**config.mk**
```make
export PLATFORM = sky130hd
export DESIGN_NAME = button_debouncer_with_reset_combo
export DESIGN_NICKNAME = d
export VERILOG_FILES = /design/src/rtl/core/btndb_pkg.sv /design/src/rtl/core/btndb_lane.sv /design/src/rtl/core/btndb_merge.sv /design/src/rtl/core/btndb_outq.sv /design/src/rtl/core/button_debouncer_with_reset_combo.sv
export SDC_FILE = /design/constraint.sdc
export NUM_CORES = 1
export LEC_CHECK = 0
export BUFFER_PORTS_ARGS = -buffer_cell sky130_fd_sc_hd__buf_2
export CORE_ASPECT_RATIO = 1.75
export CORE_UTILIZATION = 45
export DETAILED_ROUTE_END_ITERATION = 10
export PLACE_DENSITY = 0.73
export SLEW_MARGIN = 20
export SYNTH_ARGS = -nofsm -noshare
export SYNTH_HDL_FRONTEND = slang
export SYNTH_SLANG_ARGS = --single-unit
```
**constraint.sdc**
```tcl
create_clock -name clk -period 4.95 [get_ports clk]
set_clock_uncertainty 0.1 [all_clocks]
set_input_delay 0.495 -clock clk [delete_from_list [all_inputs] [get_ports clk]]
set_output_delay 0.495 -clock clk [all_outputs]
set_load 0.01 [all_outputs]
```
**src/rtl/core/btndb_pkg.sv**
```systemverilog
// Shared constants and types for the button debouncer with reset combination.
package btndb_pkg;

    localparam int BUTTON_COUNT = 4;
    localparam int BTN_W        = 4;
    localparam int DEB_W        = 8;
    localparam int HOLD_W       = 16;
    localparam int CFG_IDX_W    = 3;
    localparam int CFG_DATA_W   = 16;

    localparam logic [CFG_IDX_W-1:0] REG_DEBOUNCE_SAMPLES = 3'd0;
    localparam logic [CFG_IDX_W-1:0] REG_HOLD_THRESHOLD   = 3'd1;
    localparam logic [CFG_IDX_W-1:0] REG_COMBO_MASK       = 3'd2;
    localparam logic [CFG_IDX_W-1:0] REG_RECOVERY_MASK    = 3'd3;
    localparam logic [CFG_IDX_W-1:0] REG_COMBO_ENABLE     = 3'd4;

    localparam logic [DEB_W-1:0]  DEBOUNCE_RESET  = 8'd20;
    localparam logic [HOLD_W-1:0] THRESHOLD_RESET = 16'd2440;
    localparam logic [BTN_W-1:0]  COMBO_RESET     = 4'd5;
    localparam logic [BTN_W-1:0]  RECOVERY_RESET  = 4'd2;
    localparam logic [HOLD_W-1:0] HOLD_MAX        = {HOLD_W{1'b1}};

    typedef struct packed {
        logic press;
        logic rel;
        logic stable;
        logic differ;
    } lane_out_t;

    typedef struct packed {
        logic [BTN_W-1:0] press;
        logic [BTN_W-1:0] rel;
        logic [BTN_W-1:0] stable;
        logic             still_active;
        logic             reset_request;
        logic             recovery_boot;
    } result_t;

    typedef struct packed {
        logic [HOLD_W-1:0] hold_threshold;
        logic [BTN_W-1:0]  combo_mask;
        logic [BTN_W-1:0]  recovery_mask;
        logic              combo_enable;
    } combo_cfg_t;

endpackage

```
**src/rtl/core/btndb_lane.sv**
```systemverilog
// One debounce lane: mismatch counter and debounced level of a single button.
module btndb_lane (
    input  logic                      clk,
    input  logic                      rst_n,
    input  logic                      accept,
    input  logic                      raw_bit,
    input  logic [btndb_pkg::DEB_W-1:0] debounce_samples,
    output btndb_pkg::lane_out_t      lane_out
);
    import btndb_pkg::*;

    logic [DEB_W-1:0] count_reg;
    logic [DEB_W-1:0] count_next;
    logic             stable_reg;
    logic             stable_next;
    logic [DEB_W-1:0] count_inc;
    logic             differ;
    logic             hit;

    assign differ    = raw_bit != stable_reg;
    assign count_inc = count_reg + 1'b1;
    assign hit       = differ && (count_inc == debounce_samples);

    always_comb
    begin
        count_next  = '0;
        stable_next = stable_reg;
        if (differ && !hit)
        begin
            count_next = count_inc;
        end
        if (hit)
        begin
            stable_next = raw_bit;
        end
    end

    always_ff @(posedge clk or negedge rst_n)
    begin
        if (!rst_n)
        begin
            count_reg  <= '0;
            stable_reg <= 1'b0;
        end
        else if (accept)
        begin
            count_reg  <= count_next;
            stable_reg <= stable_next;
        end
    end

    assign lane_out.press  = hit && raw_bit;
    assign lane_out.rel    = hit && !raw_bit;
    assign lane_out.stable = stable_next;
    assign lane_out.differ = differ;

endmodule

```
**src/rtl/core/btndb_merge.sv**
```systemverilog
// Merging stage: combines lane results and runs the reset combination hold counter.
module btndb_merge (
    input  logic                        clk,
    input  logic                        rst_n,
    input  logic                        accept,
    input  logic [btndb_pkg::BTN_W-1:0] press,
    input  logic [btndb_pkg::BTN_W-1:0] rel,
    input  logic [btndb_pkg::BTN_W-1:0] stable,
    input  logic [btndb_pkg::BTN_W-1:0] differ,
    input  btndb_pkg::combo_cfg_t       cfg,
    output btndb_pkg::result_t          result
);
    import btndb_pkg::*;

    logic [HOLD_W-1:0] hold_count_reg;
    logic [HOLD_W-1:0] hold_count_next;
    logic              held;
    logic              req;

    assign held = cfg.combo_enable && ((stable & cfg.combo_mask) == cfg.combo_mask);

    always_comb
    begin
        hold_count_next = '0;
        if (held)
        begin
            hold_count_next = (hold_count_reg == HOLD_MAX) ? hold_count_reg
                                                           : hold_count_reg + 1'b1;
        end
    end

    assign req = held && (hold_count_next > cfg.hold_threshold);

    always_ff @(posedge clk or negedge rst_n)
    begin
        if (!rst_n)
        begin
            hold_count_reg <= '0;
        end
        else if (accept)
        begin
            hold_count_reg <= hold_count_next;
        end
    end

    assign result.press         = press;
    assign result.rel           = rel;
    assign result.stable        = stable;
    assign result.still_active  = (|differ) || held;
    assign result.reset_request = req;
    assign result.recovery_boot = req && (|(stable & cfg.recovery_mask));

    a_recovery_needs_request: assert property (@(posedge clk) disable iff (!rst_n)
        result.recovery_boot |-> result.reset_request)
        else $error("recovery flagged without reset request");

    a_request_keeps_active: assert property (@(posedge clk) disable iff (!rst_n)
        result.reset_request |-> result.still_active)
        else $error("reset request without activity");

    a_hold_saturates: assert property (@(posedge clk) disable iff (!rst_n)
        (accept && held && hold_count_reg == HOLD_MAX) |=> hold_count_reg == HOLD_MAX)
        else $error("hold counter wrapped past its maximum");

endmodule

```
**src/rtl/core/btndb_outq.sv**
```systemverilog
// Two-entry output queue that decouples the sample side from the result side.
module btndb_outq (
    input  logic               clk,
    input  logic               rst_n,
    input  logic               push,
    input  btndb_pkg::result_t push_data,
    output logic               full,
    output logic               out_valid,
    input  logic               out_stall,
    output btndb_pkg::result_t out_data
);
    import btndb_pkg::*;

    result_t    entry_reg [2];
    logic       wr_ptr_reg;
    logic       rd_ptr_reg;
    logic [1:0] count_reg;
    logic [1:0] count_next;
    logic       pop;

    assign full      = count_reg == 2'd2;
    assign out_valid = count_reg != 2'd0;
    assign pop       = out_valid && !out_stall;
    assign out_data  = entry_reg[rd_ptr_reg];

    always_comb
    begin
        count_next = count_reg;
        if (push && !pop)
        begin
            count_next = count_reg + 2'd1;
        end
        else if (pop && !push)
        begin
            count_next = count_reg - 2'd1;
        end
    end

    always_ff @(posedge clk or negedge rst_n)
    begin
        if (!rst_n)
        begin
            wr_ptr_reg <= 1'b0;
            rd_ptr_reg <= 1'b0;
            count_reg  <= 2'd0;
        end
        else
        begin
            if (push)
            begin
                wr_ptr_reg <= !wr_ptr_reg;
            end
            if (pop)
            begin
                rd_ptr_reg <= !rd_ptr_reg;
            end
            count_reg <= count_next;
        end
    end

    always_ff @(posedge clk)
    begin
        if (push)
        begin
            entry_reg[wr_ptr_reg] <= push_data;
        end
    end

endmodule

```
**src/rtl/core/button_debouncer_with_reset_combo.sv**
```systemverilog
// Top level of the button debouncer with reset combination detection.
// One sample request is taken per clock cycle: all button lanes update their
// counters side by side in that cycle and the merging stage derives the hold
// counter and reset request in the same cycle, so an accepted sample's result
// enters a two-entry output queue at the next edge. The queue lets sampling go
// on while one result waits; in_stall rises only when both entries are waiting.
// Configuration writes are always ready and take effect on the next sample.
module button_debouncer_with_reset_combo (
    input  logic                             clk,
    input  logic                             rst_n,
    input  logic                             in_valid,
    output logic                             in_stall,
    input  logic [btndb_pkg::BTN_W-1:0]      raw_buttons,
    output logic                             out_valid,
    input  logic                             out_stall,
    output logic [btndb_pkg::BTN_W-1:0]      press_events,
    output logic [btndb_pkg::BTN_W-1:0]      release_events,
    output logic [btndb_pkg::BTN_W-1:0]      stable_buttons,
    output logic                             still_active,
    output logic                             reset_request,
    output logic                             recovery_boot,
    input  logic                             cfg_valid,
    output logic                             cfg_ready,
    input  logic [btndb_pkg::CFG_IDX_W-1:0]  cfg_index,
    input  logic [btndb_pkg::CFG_DATA_W-1:0] cfg_data
);
    import btndb_pkg::*;

    logic [DEB_W-1:0]  debounce_samples_reg;
    logic [HOLD_W-1:0] hold_threshold_reg;
    logic [BTN_W-1:0]  combo_mask_reg;
    logic [BTN_W-1:0]  recovery_mask_reg;
    logic              combo_enable_reg;

    logic              accept;
    logic              full;
    logic [BTN_W-1:0]  press;
    logic [BTN_W-1:0]  rel;
    logic [BTN_W-1:0]  stable;
    logic [BTN_W-1:0]  differ;
    combo_cfg_t        combo_cfg;
    result_t           result;
    result_t           out_data;

    assign cfg_ready = 1'b1;
    assign in_stall  = full;
    assign accept    = in_valid && !full;

    always_ff @(posedge clk or negedge rst_n)
    begin
        if (!rst_n)
        begin
            debounce_samples_reg <= DEBOUNCE_RESET;
            hold_threshold_reg   <= THRESHOLD_RESET;
            combo_mask_reg       <= COMBO_RESET;
            recovery_mask_reg    <= RECOVERY_RESET;
            combo_enable_reg     <= 1'b1;
        end
        else if (cfg_valid && cfg_ready)
        begin
            case (cfg_index)
                REG_DEBOUNCE_SAMPLES: debounce_samples_reg <= cfg_data[DEB_W-1:0];
                REG_HOLD_THRESHOLD:   hold_threshold_reg   <= cfg_data[HOLD_W-1:0];
                REG_COMBO_MASK:       combo_mask_reg       <= cfg_data[BTN_W-1:0];
                REG_RECOVERY_MASK:    recovery_mask_reg    <= cfg_data[BTN_W-1:0];
                REG_COMBO_ENABLE:     combo_enable_reg     <= cfg_data[0];
                default:              ;
            endcase
        end
    end

    for (genvar i = 0; i < BTN_W; i++)
    begin : g_lane
        if (i < BUTTON_COUNT)
        begin : g_used
            lane_out_t lane_out;

            btndb_lane u_lane (
                .clk              (clk),
                .rst_n            (rst_n),
                .accept           (accept),
                .raw_bit          (raw_buttons[i]),
                .debounce_samples (debounce_samples_reg),
                .lane_out         (lane_out)
            );

            assign press[i]  = lane_out.press;
            assign rel[i]    = lane_out.rel;
            assign stable[i] = lane_out.stable;
            assign differ[i] = lane_out.differ;
        end
        else
        begin : g_unused
            assign press[i]  = 1'b0;
            assign rel[i]    = 1'b0;
            assign stable[i] = 1'b0;
            assign differ[i] = 1'b0;
        end
    end

    assign combo_cfg.hold_threshold = hold_threshold_reg;
    assign combo_cfg.combo_mask     = combo_mask_reg;
    assign combo_cfg.recovery_mask  = recovery_mask_reg;
    assign combo_cfg.combo_enable   = combo_enable_reg;

    btndb_merge u_merge (
        .clk    (clk),
        .rst_n  (rst_n),
        .accept (accept),
        .press  (press),
        .rel    (rel),
        .stable (stable),
        .differ (differ),
        .cfg    (combo_cfg),
        .result (result)
    );

    btndb_outq u_outq (
        .clk       (clk),
        .rst_n     (rst_n),
        .push      (accept),
        .push_data (result),
        .full      (full),
        .out_valid (out_valid),
        .out_stall (out_stall),
        .out_data  (out_data)
    );

    assign press_events   = out_data.press;
    assign release_events = out_data.rel;
    assign stable_buttons = out_data.stable;
    assign still_active   = out_data.still_active;
    assign reset_request  = out_data.reset_request;
    assign recovery_boot  = out_data.recovery_boot;

endmodule
```
=== Word-level counts from Yosys, hierarchy flattened ===
Memories as Yosys holds them, arrays and structs flattened.
Cells that the tools add are included.

* Register bits after elaboration: 89
* Bits in writable memories: 30
* Input bits: 28
* Logic and storage cells: 105
* Memories kept: 1

* Add/subtract/negate cells: 7
* Order comparisons: 1
* Eq/ne operators: 15
* Muxes and demuxes: 14
* Bitwise logic cells: 2
* Reduce and logical (&&, ||, !) cells: 48

{| class="wikitable"
|+ Memory list
! name !! words !! width !! rd ports !! clocked after Yosys merged registers in !! write ports !! RTL line !! RTL
|-
| u_outq.entry_reg || 2 || 15 || 1 || 0 || 1 || btndb_outq.sv:14 || <nowiki>result_t entry_reg [2];</nowiki>
|}

{| class="wikitable"
|+ Operator list
! operator !! number
|-
| 8-bit by 1-bit adder with 8-bit output (second input constant) || 4
|-
| 8-bit == test || 4
|-
| 16-bit two-way mux || 2
|-
| 8-bit two-way mux || 4
|-
| 1-bit logical AND || 23
|-
| 16-bit by 1-bit adder with 16-bit output (second input constant) || 1
|-
| 16-bit == test (second input constant) || 1
|-
| 16-bit > comparator || 1
|-
| 1-bit zero test || 14
|-
| 2-bit AND reduction || 5
|-
| 4-bit bitwise AND || 2
|-
| 4-bit OR reduction || 2
|-
| 3-bit by 2-bit == test with 1-bit output (second input constant) || 2
|-
| 1-bit two-way mux || 6
|-
| 4-bit == test || 1
|-
| 2-bit two-way mux || 2
|-
| 1-bit != test || 4
|-
| 2-bit nonzero test || 2
|-
| 3-bit by 1-bit == test with 1-bit output (second input constant) || 1
|-
| 3-bit == test (second input constant) || 1
|-
| 3-bit zero test || 1
|-
| 2-bit by 1-bit adder with 2-bit output (second input constant) || 1
|-
| 2-bit == test (second input constant) || 1
|-
| 2-bit by 1-bit subtractor with 2-bit output (second input constant) || 1
|-
| 1-bit logical OR || 1
|}

=== Longest topological paths before layout ===
Gate-level depths: netlist of run 1.

* Depth after elaboration: 11
* Gate-level depth with buffers: 20

=== Hierarchy ===
A second synthesis of run 1 with hierarchy kept.

* Cell total of the unflattened synthesis: 733
* Area, all modules: 7857.5 um^2

{| class="wikitable"
|+ By module, submodules not included
! module !! times used !! cells an instance !! area each (um^2)
|-
| btndb_lane || 4 || 93 || 854.6
|-
| btndb_merge || 1 || 222 || 1746.7
|-
| button_debouncer_with_reset_combo || 1 || 76 || 1361.3
|-
| btndb_outq || 1 || 63 || 1331.3
|}

=== Least setup slack after synthesis of run 1 ===
Ideal clock, no wire load.

* Path type: register to register
* From: register g_lane[1].g_used.u_lane.count_reg[0]
* To: memory u_outq.entry_reg[0][0] (netlist bit) (data pin)
* Setup time: 0.269 ns
* Arrival time: 3.815 ns
* Required time: 4.581 ns
* Slack: 0.766 ns
* Stages on the path, launching flop included: 20
* Clock period less this slack: 4.184 ns
* Cell sequence: dfrtp_1 > ha_1 > nand3_1 > or3_1 > a221oi_2 > o211ai_2 > or3b_1 > o211a_2 > nand2_2 > buf_6 > a21oi_1 > ha_1 > nor2b_1 > o21a_1 > o21a_1 > o21bai_1 > a21oi_1 > o32ai_1 > nor3_2 > a21boi_1

{| class="wikitable"
|+ RTL lines
! item !! RTL line !! RTL
|-
| from (decl) || btndb_lane.sv:12 || <nowiki>logic [DEB_W-1:0] count_reg;</nowiki>
|-
| from (signal assigned) || btndb_lane.sv:47 || <nowiki>count_reg <= count_next;</nowiki>
|-
| to (decl) || btndb_outq.sv:14 ||
|}

==> results of run 1 <==
-- power groups by stage --
stage	clock [mW]	combinational [mW]	sequential [mW]
2_1_floorplan	0	0.851	1.34
6_report	1.25	1.06	1.44
5_1_grt	1.31	1.18	1.47
3_3_place_gp	0	1.04	1.45
3_5_place_dp	0	1.06	1.46
4_1_cts	1.27	1.06	1.44
-- cell type report --
| type | count | area [um2] | share of cell area |
|---|---|---|---|
| Clock buffer | 17 | 425 | 0.0532 |
| Clock inverter | 15 | 178 | 0.0222 |
| Inverter | 36 | 135 | 0.0169 |
| Multi-Input combinational cell | 535 | 3570 | 0.447 |
| Sequential cell | 119 | 3140 | 0.393 |
| Tap cell | 186 | 233 | 0.0291 |
| Timing Repair Buffer | 56 | 315 | 0.0394 |
-- layout by cell type (no fill, tap or decap), drive strengths merged, types with 4 or more instances in the layout --
master	instances
o2bb2ai	5
nor2b	5
xor2	21
dfrtp	79
buf	55
inv	46
nand4	13
o31ai	9
nand2	83
mux2	31
xnor2	30
ha	22
dfstp	10
o21ai	68
o22ai	5
a31oi	10
or2	5
a22o	4
nand2b	10
and3	9
o41ai	5
nand3	25
or3	11
nor3	19
a211oi	6
nor3b	6
edfxtp	30
nor2	36
clkbuf	17
a21oi	34
a21o	7
-- kinds of logic (layout without fill, tap and decap cells) --
kind of cell,Yosys count,count (layout),share of synthesized area
adder cells (fa/ha/maj),23,23,0.0406
AO/OA/AOI/OAI,182,182,0.169
other,1,1,0.000534
buffers and inverters,74,124,0.0472
multiplexers,33,33,0.0526
AND/OR/NAND/NOR,245,245,0.179
flip-flops,119,119,0.447
XOR/XNOR,51,51,0.0636
-- how the worst max path moves through the flow --
stage | slack, ps | end | cells after the start
6_report | 350 | u_outq.entry_reg[0][0] | 18
5_1_grt | 40 | u_outq.entry_reg[1][0] | 18
4_1_cts | 410 | u_outq.entry_reg[0][0] | 17
3_5_place_dp | 400 | u_outq.entry_reg[0][0] | 17
3_3_place_gp | 570 | u_outq.entry_reg[0][0] | 17
2_1_floorplan | 770 | u_outq.entry_reg[0][0] | 19
-- what timing repair did --
action	in CTS	in global routing
hold buffers	1	0
hold endpoints to repair	30	0
setup buffers	0	0
-- stage by stage --
step	instances	setup WS (ps)	area, um2	power [mW]
6_report	964	347	8000	3.75
5_1_grt	964	39.9	8000	3.95
4_1_cts	964	408	8000	3.77
3_5_place_dp	931	404	7390	2.51
3_3_place_gp	931	565	7390	2.49
2_1_floorplan	728	766	7020	2.19
-- per-layer routing --
metal | share of wire | GRT usage
met1 | 0.38 | 0.250
met2 | 0.52 | 0.389
met3 | 0.038 | 0.0391
met4 | 0.054 | 0.132
met5 | 0 | 0
-- worst reg2reg max path, delay by kind of cell (launching register included) --
kind / cells / cell delay, ps
flip-flops: 1 / 420
AND/OR/NAND/NOR: 5 / 880
adder cells (fa/ha/maj): 2 / 510
multiplexers: 1 / 230
AO/OA/AOI/OAI: 10 / 2210
==> impl_results.md, run 1 <==
* Port Buffers at 44
* Post-synthesis sequential area ratio at 0.447
* Post-Syn Nets at 778
* Reg2reg setup slack at 350 ps
* Clk sinks at 119
* Antenna violations before repair at 0
* Worst hold start: cfg_data[13]
* Share of cells above drive strength 1 at 0.192
* Syn Std Cell Area at 0.00702 mm2
* Clock share of power at 0.332
* Worst-Skew Late Latency at 410 ps
* Critical path data required time at 5000 ps
* Hold EP: hold_threshold_reg[13]
* DRC at 0
* CP cell instances: ha_1 -> and2_1 -> nand3_1 -> a22o_1 -> a2111oi_4 -> mux2i_1 -> a22oi_2 -> nand2_2 -> a21oi_1 -> ha_1 -> nor2b_1 -> o21a_1 -> o21a_1 -> o21bai_1 -> a21oi_1 -> o32ai_1 -> nor3_2 -> a21boi_1
* Class of the worst hold path: in -> reg
* Initial cell density of the core at 0.459
* Core area at 0.0153 mm2
* Max incr delay on CP at 530 ps
* Total GRT Usage at 0.225
* Vias in the first global route at 5,613
* Unique masters post-synth at 74
* Hold Violations, Final at 0
* Syn Area/Cell at 9.65 um2
* First-pass GRT wire length at 27,700 um
* Max FO, Critical Path at 16
* DR WL/cell at 17.5 um
* CP Launch Type: flip-flop
* Leakage at 3.23 nW
* VDD IR max at 0.000258 V
* CTS clk-pin slew, worst paths at 60 ps
* Comb pwr share at 0.283
* Synth area leaders: dfrtp_1 (28%), edfxtp_1 (13%), mux2_2 (5.0%)
* Crit path DAT at 4650 ps
* Die H at 167 um
* FF+latch count, synth at 119
* Final-layout fill cell count at 1,438
* Overflow after GRT at 0
* Critical path class: reg -> reg
* Worst-Margin Slew at 1100 ps
* Tmin final at 4600 ps
* CP endpoint kind: flip-flop
* RR Endpoint: u_outq.entry_reg[0][0]
* Cell count after synthesis at 728
* Family with the most delay on the worst path: compound AO/OA/AOI/OAI gates
* ANT cells at 0
* Max FFs per register at 32
* FMAX at 0.217 GHz
* Die width at 96.4 um
* TritonCTS clock tree: yes
* # rows at 60
* Worst path bufs/invs at 0
* Clock buffer depth at 2
* Final setup violation count at 0
* Area Growth Syn to Fin at 13.9%
* Post-synth EDFFs at 30
* Top-count cell post-synth: nand2_1
* CP max stage cell: a2111oi_4
* Share of flip-flops with an asynchronous set or reset at 0.748
* Slew HR at 0.257
* RSZ-0062 raised after global routing: false
* Ports at 46
* Post-DRT Antenna Nets at 0
* Sw Pwr at 1.35 mW
* Top cell type's share of synthesized area at 0.281
* DRT iter0 DRCs at 433
* Routed vias/inst at 5.89
* Final Max Slew Viols at 0
* Reg2reg start: g_lane[2].g_used.u_lane.count_reg[0]
* Root Buffer: clkbuf_16
* Vias at 5,674
* 1st-pass router iterations at 5
* Top_reg_cell synth: dfrtp_1
* Pint at 2.40 mW
* Largest net degree at the start of global routing at 52
* WHS Path Cells at 3
* Sw Ratio at 0.360
* Detailed placement HPWL at 12,100 um
* Fin Setup TNS at 0 ps
* Commonest cells in the netlist: nand2_1 (82), dfrtp_1 (79), o21ai_0 (67)
* H-tree depth reported by CTS at 4
* Outcome: completed
* Cts bufs inserted at 17
* Core Util, Final at 0.522
* Final wirelength at 16,900 um
* Flop pwr share at 0.385
* Worst hold slack at 177 ps
* Max_cap viols at 0
* Worst reg2reg path depth at 18
* Final period utilization at 0.930
* Post-CTS resize count at 0
* Area leader, netlist: dfrtp_1
* Global placer's final weighted congestion at 0.873
* Die footprint at 0.0161 mm2
* YS warnings at 0
* Nets at 815
* Setup crit start: g_lane[2].g_used.u_lane.count_reg[0]
* Pwr Density at 469 mW/mm2
No activity file was read; power rests on OpenSTA's default activity.
==> run 2, diff against run 1 <==
--- a/config.mk
+++ b/config.mk
@@ -7,9 +7,9 @@
 export LEC_CHECK = 0
 export BUFFER_PORTS_ARGS = -buffer_cell sky130_fd_sc_hd__buf_2
 export CORE_ASPECT_RATIO = 1.75
-export CORE_UTILIZATION = 45
+export CORE_UTILIZATION = 61
 export DETAILED_ROUTE_END_ITERATION = 10
-export PLACE_DENSITY = 0.73
+export PLACE_DENSITY = 0.8
 export SLEW_MARGIN = 20
 export SYNTH_ARGS = -nofsm -noshare
 export SYNTH_HDL_FRONTEND = slang
==> run 2 against run 1 <==
Clock power hardly changed. Cell count is 5.6% lower. Count of clock-buffer cells in the layout unchanged. Global-route usage up 8.3 points. Sequential power barely moved. Register-to-register slack hardly changed. Maximum frequency rose by 0.25%. Core utilization rose by 19 points. Via count rose by 2.0%. Total power is 0.60% higher. Largest power group unchanged.
==> impl_results.md, run 2 (synthesized netlist as in run 1, its figures left out) <==
* DRC at 0
* Core Util, Final at 0.710
* Fin Setup TNS at 0 ps
* Finished Cell Area at 0.00793 mm2
* Vias in the first global route at 5,926
* Worst path bufs/invs at 0
* Routed vias/inst at 6.36
* Ports at 46
* Area Growth Syn to Fin at 13.0%
* Die H at 144 um
* Nets at 815
* Max_cap viols at 0
* Class of the worst hold path: in -> reg
* Commonest cells after routing, fill and taps aside: nand2_1 (82), dfrtp_1 (79), o21ai_0 (67)
* Multi-input combinational cell area at 0.00358 mm2
* Pwr Density at 476 mW/mm2
* Hold Violations, Final at 0
* Core area at 0.0112 mm2
* # rows at 51
* RSZ-0062 raised after global routing: false
* Post-DP Area at 0.00731 mm2
* Antenna violations before repair at 0
* Tmin final at 4590 ps
* Total GRT Usage at 0.307
* Max FFs per register at 32
* Worst hold slack at 185 ps
* CP endpoint kind: flip-flop
* Cts bufs inserted at 17
* ANT cells at 0
* Worst-Margin Slew at 1140 ps
* Final Max Slew Viols at 0
* VDD IR max at 0.000362 V
* CP max stage cell: or3b_1
* Clk sinks at 119
* Die width at 83.1 um
* Initial cell density of the core at 0.629
* Total power at 3.77 mW
* Share of cells above drive strength 1 at 0.194
* DRT iter0 DRCs at 442
* Final period utilization at 0.928
* Outcome: completed
* Largest net degree at the start of global routing at 60
* FMAX at 0.218 GHz
* Detailed placement HPWL at 12,400 um
* Global placer's final weighted congestion at 0.981
* Commonest non-fill, non-tap cell in the layout: nand2_1
* H-tree depth reported by CTS at 4
* DR WL/cell at 19.3 um
* Root Buffer: clkbuf_16
* FF/Latch Area at 0.00314 mm2
* Overflow after GRT at 0
* CP Launch Type: flip-flop
* Post-DRT Antenna Nets at 0
* TritonCTS clock tree: yes
* Vias at 5,789
* CP cell instances: ha_1 -> nand3_1 -> or3_1 -> a221oi_2 -> o211ai_2 -> or3b_1 -> o211a_2 -> nand2_4 -> a21oi_1 -> ha_1 -> nor2b_1 -> o21a_1 -> o21a_1 -> o21bai_1 -> a21oi_1 -> o32ai_1 -> nor3_2 -> a21boi_1
* CTS clk-pin slew, worst paths at 60 ps
* Clock buffer depth at 2
* Final wirelength at 17,600 um
* Max incr delay on CP at 480 ps
* Port Buffers at 44
* Crit path DAT at 4640 ps
* Critical path class: reg -> reg
* Die footprint at 0.0120 mm2
* Slew HR at 0.240
* Worst-Skew Late Latency at 420 ps
* Leakage at 3.24 nW
* Critical path data required time at 5000 ps
* Family with the most delay on the worst path: compound AO/OA/AOI/OAI gates
* 1st-pass router iterations at 9
* First-pass GRT wire length at 28,600 um
* Final-layout fill cell count at 786
* Final setup violation count at 0
* Max FO, Critical Path at 16
==> run 2: per-layer routing <==
metal  share of wire  wire length (um)  global-route usage
met1            0.37              6530               0.328
met2            0.54              9520               0.560
met3           0.042               738              0.0592
met4           0.043               763               0.182
met5               0                 0                   0
==> run 2: worst reg2reg max path, cell delays in order (launching register included) <==
cell and delay, ps:
dfrtp_1 430, ha_1 280, nand3_1 200, or3_1 430, a221oi_2 270, o211ai_2 250, or3b_1 480, o211a_2 220
nand2_4 200, a21oi_1 80, ha_1 290, nor2b_1 140, o21a_1 160, o21a_1 160, o21bai_1 130, a21oi_1 80
o32ai_1 160, nor3_2 110, a21boi_1 150
==> run 2: worst paths after layout <==
check	start	endpoint	slack (ps)	depth (start not counted)
max	g_lane[1].g_used.u_lane.count_reg[0]	u_outq.entry_reg[0][0]	360	18
max in group asynchronous	rst_n	g_lane[3].g_used.u_lane.count_reg[2]	3150	3
min	cfg_data[9]	hold_threshold_reg[9]	180	3
min reg2reg	u_outq.count_reg[1]	u_outq.count_reg[1]	400	1
max reg2reg	g_lane[1].g_used.u_lane.count_reg[0]	u_outq.entry_reg[0][0]	360	18
min in group asynchronous	rst_n	hold_threshold_reg[9]	470	2
==> run 2: where the power goes <==
part / internal (mW) / leakage (nW) / switching, mW
registers: 1.23 / 1.43 / 0.211
logic: 0.451 / 1.52 / 0.638
clock network: 0.752 / 0.287 / 0.488
==> run 2: what timing repair did <==
item,CTS,global route
buffers inserted,0,1
endpoints found under the hold margin,27,0
hold buffers,1,0
gates resized for setup,0,2
setup endpoints to repair,0,4
==> run 2: layout make-up <==
cell class	instances	area share
clock buffers	17	0.0536
clock inverters	15	0.0210
inverters	36	0.0170
multi-input cells	535	0.452
flip-flops and latches	119	0.396
well taps	132	0.0208
repair buffers	56	0.0397
==> run 2: through the flow <==
| step | setup WS [ps] | std cells |
|---|---|---|
| after floorplan | 766 | 728 |
| after global placement | 508 | 876 |
| after detailed placement | 327 | 876 |
| after CTS | 271 | 909 |
| after global routing | 80.2 | 910 |
| final | 358 | 910 |
==> run 3, diff against run 2 <==
--- a/config.mk
+++ b/config.mk
@@ -5,12 +5,14 @@
 export SDC_FILE = /design/constraint.sdc
 export NUM_CORES = 1
 export LEC_CHECK = 0
+export ABC_AREA = 1
 export BUFFER_PORTS_ARGS = -buffer_cell sky130_fd_sc_hd__buf_2
 export CORE_ASPECT_RATIO = 1.75
 export CORE_UTILIZATION = 61
 export DETAILED_ROUTE_END_ITERATION = 10
 export PLACE_DENSITY = 0.8
-export SLEW_MARGIN = 20
+export SKIP_CTS_REPAIR_TIMING = 1
+export SLEW_MARGIN = 10
 export SYNTH_ARGS = -nofsm -noshare
 export SYNTH_HDL_FRONTEND = slang
 export SYNTH_SLANG_ARGS = --single-unit
==> run 3 against run 2 <==
Total power is 0.32% higher. Core utilization increased by 0.77 points. Maximum frequency increased by 12%. Setup slack better by 500 ps. Sequential share of layout area fell by 0.20 points. Largest power group unchanged. Largest cell class unchanged. First-iteration DRC count up 43%. Clock power up 9%. Synthesized cell count increased by 28%.
==> impl_results.md, run 3 <==
* Gr busiest metal: met2
* Sw Pwr at 1.36 mW
* Slew HR at 0.306
* Vias in the first global route at 6,304
* H-tree depth reported by CTS at 4
* TritonCTS clock tree: yes
* Outcome: completed
* Vias at 6,527
* Die width at 82.9 um
* FF+latch count, synth at 119
* Die footprint at 0.0119 mm2
* Final setup violation count at 0
* Syn Area/Cell at 7.47 um2
* # rows at 51
* Antenna violations before repair at 0
* Top cell type's share of synthesized area at 0.283
* Area Growth Syn to Fin at 14.2%
* Final WS setup at 856 ps
* Routed vias/inst at 5.79
* Synth Area in Compound Gates at 0.0851
* Pwr Density at 475 mW/mm2
* Worst hold slack at 199 ps
* GRT met2 Usage at 0.597
* Ports at 46
* Flop pwr share at 0.362
* Simple-gate share of the synthesized area at 0.324
* Fin Setup TNS at 0 ps
* First-pass GRT wire length at 30,100 um
* Clock buffer depth at 2
* CP endpoint kind: flip-flop
* 1st-pass router iterations at 5
* Final Max Slew Viols at 0
* Commonest non-fill, non-tap cell in the layout: nand2_1
* Cell count after synthesis at 935
* Max_cap viols at 0
* Detailed placement HPWL at 13,200 um
* Commonest cells in the netlist: nand2_1 (299), inv_1 (113), nand3_1 (92)
* Reg2reg setup slack at 860 ps
* Commonest cells after routing, fill and taps aside: nand2_1 (299), inv_1 (112), nand3_1 (92)
* Share of flip-flops with an asynchronous set or reset at 0.748
* Sw Ratio at 0.359
* ANT cells at 0
* Core Util, Final at 0.718
* Root Buffer: clkbuf_16
* CTS clk-pin slew, worst paths at 60 ps
* Pint at 2.43 mW
* Initial cell density of the core at 0.629
* Largest net degree at the start of global routing at 85
* Worst-Margin Slew at 1040 ps
* Max FFs per register at 32
* Synth Area in Adders at 0.0394
* Worst path bufs/invs at 3
* Die H at 144 um
* Top-count cell post-synth: nand2_1
* VDD IR max at 0.000408 V
* Worst-Skew Late Latency at 420 ps
* Post-DRT Antenna Nets at 0
* DRC at 0
* Max FO, Critical Path at 19
* DRT iter0 DRCs at 634
* Share of cells above drive strength 1 at 0.109
* Syn Std Cell Area at 0.00698 mm2
* DR WL/cell at 16.6 um
* Clock share of power at 0.357
* Global placer's final weighted congestion at 0.919
* Grt met3 use at 0.0615
* Critical path class: reg -> reg
* Total power at 3.79 mW
* CP cell instances: ha_1 -> xnor2_1 -> o21ai_0 -> nor2_1 -> nand3_1 -> nor2_1 -> nand2_1 -> nand2_1 -> nand3_1 -> nand2_1 -> inv_4 -> nand2_4 -> a21oi_1 -> ha_1 -> nand4_1 -> nor4_1 -> inv_1 -> o31a_1 -> nand3_1 -> inv_1
* Clk sinks at 119
* Unique masters post-synth at 42
* Leakage at 3.82 nW
* Post-synth EDFFs at 30
* Largest family of logic cells by synthesized area: simple AND/OR/NAND/NOR gates
* Family with the most delay on the worst path: simple AND/OR/NAND/NOR gates
* RSZ-0062 raised after global routing: false
* Crit path DAT at 4170 ps
* Overflow after GRT at 0
* Final period utilization at 0.827
* Met1 usage in global routing at 0.334
* Post-synthesis sequential area ratio at 0.450
* Hold Violations, Final at 0
* Comb pwr share at 0.281
* Critical path data required time at 5020 ps
* Mux cell area share after synthesis at 0
* DP Worst Slack at 1020 ps
* Core area at 0.0111 mm2
* Port Buffers at 44
* CP Launch Type: flip-flop
* Area leader, netlist: dfrtp_1
* CP max stage cell: dfrtp_1
* Final wirelength at 18,700 um
* Synth area leaders: dfrtp_1 (28%), nand2_1 (16%), edfxtp_1 (13%)
* Post-Syn Nets at 985
* Nets at 1,032
* Cts bufs inserted at 17
* Tmin final at 4090 ps
* YS warnings at 0
* Max incr delay on CP at 420 ps
* Total GRT Usage at 0.330
* Class of the worst hold path: in -> reg
* Fraction of synthesized cell area in xor and xnor cells at 0.0238
* Top_reg_cell synth: dfrtp_1
* FMAX at 0.244 GHz
==> run 3: cell types whose count changed after synthesis, sizes merged, moves of 10 or more <==
cell	change
a31oi	-10
buf	-14
inv	+78
mux2	-31
nand2	+218
nand2b	-10
nand3	+67
nand4	+17
nor2	+44
or3	-11
xnor2	-23
==> run 3: cell families (layout without fill, tap and decap cells) <==
logic type,count (synthesis),count (layout)
AOI/OAI and AO/OA,109,109
xor gates and xnor gates,19,19
adders and majority gates,22,22
buffers and inverters,138,198
DFF,119,119
other,1,1
and+or+nand+nor,527,527
==> run 3: power groups by stage <==
stage | registers (mW) | clock network (mW) | logic (mW)
floorplan | 1.31 | 0 | 0.751
global placement | 1.37 | 0 | 1.01
detailed placement | 1.38 | 0 | 1.04
CTS | 1.36 | 1.35 | 1.06
global route | 1.39 | 1.39 | 1.20
finish | 1.37 | 1.35 | 1.06
==> run 3: cell type report <==
type                    count  area, um2
multi-input cells         678       3310
flip-flops and latches    119       3140
fillers                   894       3130
clock buffers              21        493
inverters                 115        434
repair buffers             51        278
well taps                 132        165
clock inverters            11        156
==> run 3: through the flow <==
step	cells	cell area, um2
final	1127	7970
after global routing	1127	7970
after CTS	1126	7960
after detailed placement	1094	7310
after global placement	1094	7310
after floorplan	935	6980
==> run 3: worst paths after layout <==
path,start,to,cells after the start
min,cfg_data[11],hold_threshold_reg[11],3
max in group asynchronous,rst_n,g_lane[1].g_used.u_lane.count_reg[6],3
min reg2reg,hold_threshold_reg[4],hold_threshold_reg[4],2
max,g_lane[0].g_used.u_lane.count_reg[0],u_outq.entry_reg[1][1],20
min in group asynchronous,rst_n,g_lane[3].g_used.u_lane.count_reg[3],2
max reg2reg,g_lane[0].g_used.u_lane.count_reg[0],u_outq.entry_reg[1][1],20
==> run 3: layer usage <==
metal,routed length [um],share of wire
met1,6720,0.36
met4,1350,0.072
met5,0,0
met3,857,0.046
met2,9820,0.52
==> run 3: worst register-to-register path: stages (launching register included) <==
cell and delay, ps:
dfrtp_1 420, ha_1 360, xnor2_1 160, o21ai_0 90, nor2_1 120, nand3_1 90
nor2_1 330, nand2_1 160, nand2_1 110, nand3_1 60, nand2_1 110, inv_4 110
nand2_4 190, a21oi_1 80, ha_1 330, nand4_1 110, nor4_1 310, inv_1 80
o31a_1 320, nand3_1 130, inv_1 70
